<file path="config.mk">
export PLATFORM = sky130hd
export DESIGN_NAME = smf_ctrl
export DESIGN_NICKNAME = d
export VERILOG_FILES = /design/src/rtl/core/smf_pkg.sv /design/src/rtl/core/smf_ctrl.sv
export SDC_FILE = /design/constraint.sdc
export NUM_CORES = 1
export LEC_CHECK = 0
export BUFFER_PORTS_ARGS = -buffer_cell sky130_fd_sc_hd__buf_2
export CORE_AREA = 2 2 39 41
export CTS_CLUSTER_DIAMETER = 80
export DETAILED_ROUTE_END_ITERATION = 6
export DIE_AREA = 0 0 41 43
export PLACE_DENSITY = 0.4
export SLEW_MARGIN = 20
export SYNTH_ARGS = -nofsm -noshare
export SYNTH_HDL_FRONTEND = slang
export SYNTH_SLANG_ARGS = --single-unit
export TNS_END_PERCENT = 5
</file>
<file path="constraint.sdc">
create_clock -name aclk -period 1.11 [get_ports aclk]
set_input_delay 0.222 -clock aclk [delete_from_list [all_inputs] [get_ports aclk]]
set_output_delay 0.222 -clock aclk [all_outputs]
set_load 0.01 [all_outputs]
</file>
<file path="src/rtl/core/smf_pkg.sv">
`timescale 1ns / 1ps
// smf_pkg: shared types for the sequence mode finder
// controller states and the command / status structs between controller and datapath

package smf_pkg;

    // width of the sequence mark kept with each count entry; mark 0 means never written
    localparam int EPOCH_BITS = 8;

    typedef enum logic [2:0] {
        ST_CLEAR,
        ST_ACCEPT,
        ST_UPDATE,
        ST_EMIT_RD,
        ST_EMIT_LD,
        ST_END
    } smf_state_t;

    typedef struct packed {
        logic accept;     // latch item, read its count entry
        logic update;     // count the latched label
        logic clr_write;  // clearing pass write
        logic emit_read;  // read tie list entry
        logic emit_load;  // load result register
        logic end_seq;    // drop sequence state
    } smf_cmd_t;

    typedef struct packed {
        logic clr_done;
        logic item_last;
        logic emit_last;
        logic out_free;
        logic epoch_wrap;
    } smf_status_t;

endpackage

</file>
<file path="src/rtl/core/smf_ctrl.sv">
`timescale 1ns / 1ps
// smf_ctrl: controller state machine of the sequence mode finder
// depends on smf_pkg

module smf_ctrl import smf_pkg::*; (
    input  logic        aclk,
    input  logic        aresetn,
    input  logic        s_valid,
    output logic        s_ready,
    input  smf_status_t status,
    output smf_cmd_t    cmd
);

    smf_state_t state_reg;
    smf_state_t state_next;

    always_ff @(posedge aclk) begin
        if (!aresetn) begin
            state_reg <= ST_CLEAR;
        end else begin
            state_reg <= state_next;
        end
    end

    always_comb begin
        state_next = state_reg;
        cmd        = '0;
        s_ready    = 1'b0;
        unique case (state_reg)
            ST_CLEAR: begin
                cmd.clr_write = 1'b1;
                if (status.clr_done) begin
                    state_next = ST_ACCEPT;
                end
            end
            ST_ACCEPT: begin
                s_ready    = 1'b1;
                cmd.accept = s_valid;
                if (s_valid) begin
                    state_next = ST_UPDATE;
                end
            end
            ST_UPDATE: begin
                cmd.update = 1'b1;
                state_next = status.item_last ? ST_EMIT_RD : ST_ACCEPT;
            end
            ST_EMIT_RD: begin
                cmd.emit_read = 1'b1;
                state_next    = ST_EMIT_LD;
            end
            ST_EMIT_LD: begin
                if (status.out_free) begin
                    cmd.emit_load = 1'b1;
                    state_next    = status.emit_last ? ST_END : ST_EMIT_RD;
                end
            end
            ST_END: begin
                cmd.end_seq = 1'b1;
                // marks ran out: old entries could match again, so wipe the store
                state_next  = status.epoch_wrap ? ST_CLEAR : ST_ACCEPT;
            end
            default: begin
                state_next = ST_CLEAR;
            end
        endcase
    end

endmodule

</file>
Word-level counts from Yosys, hierarchy flattened --
Cells that the tools add are included.
Cells by class: equality and inequality tests 8, reductions and logical operators 2, multipliers 0, bitwise logic cells 0, div/mod/pow operators 0, multiplexer cells 15, $add $sub $neg 0, $lt $le $gt $ge 0, shift operators 0
Operators by type and width (count):
- case mux 3 bit (6 select lines) | 1
- 2-to-1 mux 3 bit | 4
- 2-to-1 mux 1 bit | 9
- == test 3 x 2 -> 1 bit (second input constant) | 2
- == test 3 bit (second input constant) | 2
- != test 2 bit (second input constant) | 3
- == test 3 x 1 -> 1 bit (second input constant) | 1
- zero test 3 bit | 1
- AND reduction 3 bit | 1
- 2-to-1 mux 2 bit | 1
Storage, ports and cells: memories kept 0, output and inout bits 7, bits of input ports 8, memory bits (read-only) 0, register bits after elaboration 3, latch bits 0, memory bits (writable) 0, word-level logic and storage cells 26

Logic depth before layout (Yosys ltp) --
Gate-level depths: netlist (run 1).
depth in word-level cells 3, mapped depth 5, mapped depth without buffers 5

Worst setup path after synthesis (run 1) --
Ideal clock, no wire load.
path kind flip-flop to flip-flop, start reg state_reg[2], end reg state_reg[1], setup time 118 ps, stages on the path, launching flop included 6, slack -29 ps, data required time 992 ps, period minus slack after synthesis 1139 ps, path buffers 0, data arrival time 1021 ps, cell sequence dfxtp_1 > nor2_1 > nand2_2 > inv_2 > or3_1 > o2111a_1
On the way: longest elaborated chain between the ends 3, elaborated cells between the ends (all ways) 11, those cells by class 8 x eq/ne; 1 x mux; 2 x reduce/logical
RTL lines:
- from (decl) | line smf_ctrl.sv:14 | smf_state_t state_reg;
- from (signal assigned) | line smf_ctrl.sv:21 | state_reg <= state_next;
- == test 3 bit, or another cell as far along | line smf_ctrl.sv:29 | unique case (state_reg)
- != test 2 bit (no source line)
- AND reduction 3 bit (no source line)
Parallel ways exist; a longest one is shown, timed or not. A chain may end at the register's enable or synchronous reset.

==> impl_results.md, run 1 <==
- Residual DRC: 0
- Initial antenna violation count: 0
- IO buf count: 14
- Final Skew: 0.00252 ns
- Antenna fix cells: 0
- Worst ir drop on vdd: 0.000418 V
- WHS: 0.241 ns
- # setup viols final: 10
- FF+latch area: 71.3 um2
- Cell area after layout: 524 um2
- Final Cycle Share: 1.15
- Power per standard cell area: 1640 mW/mm2
- Commonest non-fill, non-tap cells in the layout: 13 x buf_2, 6 x buf_4, 4 x buf_6
- Syn_nets: 42
- 1st-iter DRT viols: 3
- CP Max Fanout: 4
- Logic pwr share: 0.580
- Area Growth Syn to Fin: 102%
- Share of cells above drive strength 1: 0.678
- DP HPWL: 576 um
- Drt first pass iters: 4
- R2r setup slk: -0.07 ns
- Core region area: 0.00138 mm2
- Area of the multi-input gates: 224 um2
- Via count: 331
- Sw Ratio: 0.354
- Max Freq: 785 MHz
- Leakage: 0.000262 uW
- Internal power: 555 uW
- CP peak stage delay: 0.35 ns
- Status: finished, violations left
- Min setup slack post-route: -0.164 ns
- Syn Inst Count: 34
- CTS sink count: 3
- Num rows: 14
- Final #Nets: 68
- Commonest non-fill, non-tap cell in the layout: buf_2
- Met2 routed wirelength: 411 um
- Routed wire length: 804 um
- TNS Setup: -0.970 ns
- CTS root buf: clkbuf_4
- Slew @ Worst Pin: 0.236 ns
- Clock Path Buffers: 2
- Arrival @ worst endpoint: 1.05 ns
- Crit path buf inv count: 2
- Hold_buf cts: 0
- Cell Chain, Critical Path: nor2_4, nand2_2, inv_2, and2_4, buf_6
- Routed Antenna Nets: 0
- Pin count of the biggest net entering global routing: 10
- Sequential fraction of the synthesis area: 0.232
- Die ar.: 0.00176 mm2
- Hold path cells: 3
- Post-DR wirelength/cell: 10.7 um
- Max stage delay cell, worst path: dfxtp_4
- H-tree levels: 1
- Library cells used by synthesis: 25
- Fillers: 155
- Failing checks: negative setup slack
- Unrepaired setup endpoints after global routing: yes
- M1 WL: 362 um
- R2R depth: 4
- Synthesized area per cell: 7.62 um2
- Die width: 41 um
- Hold Path Class: input port to register
- Vias in the first global route: 306
- GRT Total Usage: 0.102
- Via density: 4.41
- Final worst path period need: 1.27 ns
- Non-Filler Instances: 75
- Initial core utilization: 0.187
- Clock Latency Late Sink: 0.23 ns
- Number of synthesized register bits: 3
- Final slew viol count: 0
- Top-level I/O count: 15
- NetSw: 305 uW
- Crit Path Class: register to output pin
- Global-route wire length before repair: 1.25 mm
- Inst Count DP: 68
- Overflow after GRT: 0
- Area of the mapped netlist: 259 um2
- Crit start category: register
- Final-report hold violation count: 0
- Clock power frac: 0.215
- DR top layer: met3
- Critical Path Stages: 5
- Cell Area, Placed: 398 um2
- Reg power frac: 0.205
- Number of synthesis warnings: 0
- RD Place Congestion: 0.663
- CP top delay family: flip-flops
- CTS tree: done
- Met3 wire length: 29 um
- Crit path capture type: output pin
- Clock buffer count from CTS: 3
- DIE HEIGHT: 43 um
- Clock Pin Slew Worst Setup and Hold Paths: 0.04 ns
- Slew headroom: 0.840
- Largest register FFs: 3
- Req. time, crit path: 0.89 ns
- Max Cap Viol: 0
[Yosys cell counts (all sizes together)]
master  number  area share
a32oi        1       0.034
or3          1       0.024
a221oi       1       0.034
inv          2       0.029
a21oi        1       0.019
and2         1       0.024
nor2b        2       0.048
o2111a       1       0.043
and3b        1       0.034
nor3b        1       0.029
nor4bb       1       0.039
nor2         3       0.043
buf          3       0.068
nand3        1       0.019
nor4b        1       0.034
nand2b       2       0.048
o211a        1       0.039
nor3         2       0.039
a211oi       1       0.029
nand2        3       0.053
mux2i        1       0.039
dfxtp        3        0.23
[stage by stage]
step	worst slack, ns	utilization	total power, uW
after detailed placement	-0.0980	0.288	539
after CTS	-0.186	0.346	810
after floorplan	0.0111	-	368
final	-0.164	0.379	860
after global routing	-0.231	0.379	930
after global placement	-0.0948	0.288	536
[worst reg2reg max path: cells and delay by family, from the launching register on]
kind	cells	cell delay, ns
AOI/OAI and AO/OA	1	0.14
buffers and inverters	1	0.14
DFF	1	0.35
and+or+nand+nor	2	0.44
[repair_timing]
item,in CTS,in global routing
gates resized for setup,13,7
pin swaps,2,4
cloned,0,1
setup buffers,1,1
endpoints found under the hold margin,0,0
setup endpoints to repair,9,10
[kinds of logic after synthesis]
group	Yosys count	share of synthesized area
AND/OR/NAND/NOR	19	0.435
multiplexers	1	0.0386
AO/OA/AOI/OAI	6	0.198
flip-flops	3	0.232
buffers and inverters	5	0.0966
[cell type report]
| type | instances | area share |
|---|---|---|
| Inverter | 2 | 0.0143 |
| Clock buffer | 4 | 0.0501 |
| Timing Repair Buffer | 24 | 0.334 |
| Sequential cell | 3 | 0.136 |
| Multi-Input combinational cell | 26 | 0.427 |
| Tap cell | 16 | 0.0382 |
[power groups by stage]
stage	sequential (uW)	clock, uW	combinational [uW]
4_1_cts	175	192	443
3_5_place_dp	163	0	376
3_3_place_gp	164	0	372
5_1_grt	182	203	545
2_1_floorplan	149	0	219
6_report	177	185	498
[metal layers]
layer	up-vias	GRT usage
li1	175	-
met1	147	0.144
met2	9	0.150
met3	0	0.0314
met4	0	0.0200
met5	-	0
[path summary, 6_finish.rpt]
check / end / start
setup / recovery: cmd[5] / state_reg[1]
hold / removal: state_reg[2] / aresetn
setup reg to reg: state_reg[1] / state_reg[2]
hold reg to reg: state_reg[1] / state_reg[0]
Note: power is estimated with default switching activity, not from simulation.
==> inputs of run 2 (changes only) <==
--- a/config.mk
+++ b/config.mk
@@ -10,7 +10,10 @@
 export CTS_CLUSTER_DIAMETER = 80
 export DETAILED_ROUTE_END_ITERATION = 6
 export DIE_AREA = 0 0 41 43
+export GPL_TIMING_DRIVEN = 0
 export PLACE_DENSITY = 0.4
+export SETUP_SLACK_MARGIN = 0.2
+export SKIP_CTS_REPAIR_TIMING = 1
 export SLEW_MARGIN = 20
 export SYNTH_ARGS = -nofsm -noshare
 export SYNTH_HDL_FRONTEND = slang
==> impl_results.md, run 2 (synthesis results as in run 1) <==
- Status: finished, violations left (unchanged)
- Failing checks: negative setup slack (unchanged)
- CTS root buf: clkbuf_4 (unchanged)
- Clock Pin Slew Worst Setup and Hold Paths: 0.04 ns (about the same)
- TNS Setup: -0.834 ns (was -0.970 ns)
- Final worst path period need: 1.28 ns (was 1.27 ns)
- Arrival @ worst endpoint: 1.05 ns (about the same)
- Worst ir drop on vdd: 0.000724 V (was 0.000418 V)
- Pin count of the biggest net entering global routing: 11 (was 10)
- Total power: 718 uW (was 860 uW)
- CTS sink count: 3 (unchanged)
- CP Max Fanout: 6 (was 4)
- Share of cells above drive strength 1: 0.604 (was 0.678)
- Max Freq: 784 MHz (was 785 MHz)
- Commonest non-fill, non-tap cells in the layout: 15 x buf_2, 3 x buf_6, 3 x clkbuf_4 (was 13 x buf_2, 6 x buf_4, 4 x buf_6)
- Final-report hold violation count: 0 (unchanged)
- Post-DR wirelength/cell: 9.84 um (was 10.7 um)
- Vias in the first global route: 242 (was 306)
- Clock buffer count from CTS: 3 (unchanged)
- Clock Path Buffers: 2 (unchanged)
- CTS tree: done (unchanged)
- Area Growth Syn to Fin: 67.1% (was 102%)
- Cell area after layout: 433 um2 (was 524 um2)
- H-tree levels: 1 (unchanged)
- Via count: 300 (was 331)
- Num rows: 14 (unchanged)
- Req. time, crit path: 0.89 ns (about the same)
- Routed wire length: 679 um (was 804 um)
- Final Skew: 0.00338 ns (was 0.00252 ns)
- Drt first pass iters: 2 (was 4)
- DIE HEIGHT: 43 um (unchanged)
- Leakage: 0.000220 uW (was 0.000262 uW)
- Routed Antenna Nets: 0 (unchanged)
- Residual DRC: 0 (unchanged)
- Overflow after GRT: 0 (unchanged)
- Via density: 4.35 (was 4.41)
- Crit Path Class: register to output pin (unchanged)
- Unrepaired setup endpoints after global routing: yes (unchanged)
- Initial core utilization: 0.187 (unchanged)
- Hold Path Class: input port to register (unchanged)
- Final #Nets: 62 (was 68)
- Power per standard cell area: 1660 mW/mm2 (was 1640 mW/mm2)
- GRT Total Usage: 0.0762 (was 0.102)
- Slew @ Worst Pin: 0.229 ns (was 0.236 ns)
- Clock Latency Late Sink: 0.23 ns (about the same)
- Largest register FFs: 3 (unchanged)
- Top-level I/O count: 15 (unchanged)
- DP HPWL: 487 um (was 576 um)
- Core region area: 0.00138 mm2 (unchanged)
- 1st-iter DRT viols: 3 (unchanged)
- Commonest non-fill, non-tap cell in the layout: buf_2 (unchanged)
- Cell Area, Placed: 359 um2 (was 398 um2)
- Min setup slack post-route: -0.166 ns (was -0.164 ns)
- Crit path capture type: output pin (unchanged)
- Die ar.: 0.00176 mm2 (unchanged)
- Final Cycle Share: 1.15 (about the same)
- Final slew viol count: 0 (unchanged)
- RD Place Congestion: 0.697 (was 0.663)
- IO buf count: 14 (unchanged)
- Fin util: 0.313 (was 0.379)
- Die width: 41 um (unchanged)
- Max Cap Viol: 0 (unchanged)
- Slew headroom: 0.845 (was 0.840)
- Initial antenna violation count: 0 (unchanged)
- # setup viols final: 8 (was 10)
- Antenna fix cells: 0 (unchanged)
- Crit start category: register (unchanged)
- Global-route wire length before repair: 938 um (was 1.25 mm)
[run 2: path summary, 6_finish.rpt]
check / from / to / slack [ns] / depth (start not counted)
max: state_reg[2] / cmd[1] / -0.17 / 4
min: aresetn / state_reg[2] / 0.23 / 3
max reg2reg: state_reg[2] / state_reg[1] / -0.01 / 5
min reg2reg: state_reg[1] / state_reg[2] / 0.58 / 2
[run 2: layout make-up]
class / count / area [um2]
tap: 16 / 20.0
sequential: 3 / 66.3
buffer: 3 / 33.8
timing repair buffer: 15 / 75.1
fill: 160 / 951
multi-input combinational: 26 / 204
clock buffer: 4 / 26.3
inverter: 2 / 7.51
[run 2: worst max-delay path: stages, from the launching register on]
cell,delay [ns]
dfxtp_4,0.38
buf_6,0.12
nand2_1,0.08
nor3_2,0.10
buf_2,0.14
[run 2: power by group]
part           total [uW]  internal [uW]  switching (uW)
clock                 189            135            54.4
combinational         359            180             179
sequential            170            137            32.9
total                 718            452             266
[run 2: stage by stage]
stage | cells | hold slack (ns) | setup slack (ns)
global route | 69 | 0.239 | -0.225
floorplan | 34 | 0.333 | 0.0439
detailed placement | 64 | 0.468 | -0.0708
global placement | 64 | 0.479 | -0.102
finish | 69 | 0.226 | -0.166
CTS | 68 | 0.220 | -0.240
[run 2: metal layers]
layer | vias to the layer above | global-route usage | part of all wire
met5 | - | 0 | 0
met4 | 0 | 0.0467 | 0
met3 | 0 | 0.0157 | 0.035
met2 | 7 | 0.106 | 0.48
met1 | 133 | 0.102 | 0.48
li1 | 160 | - | -
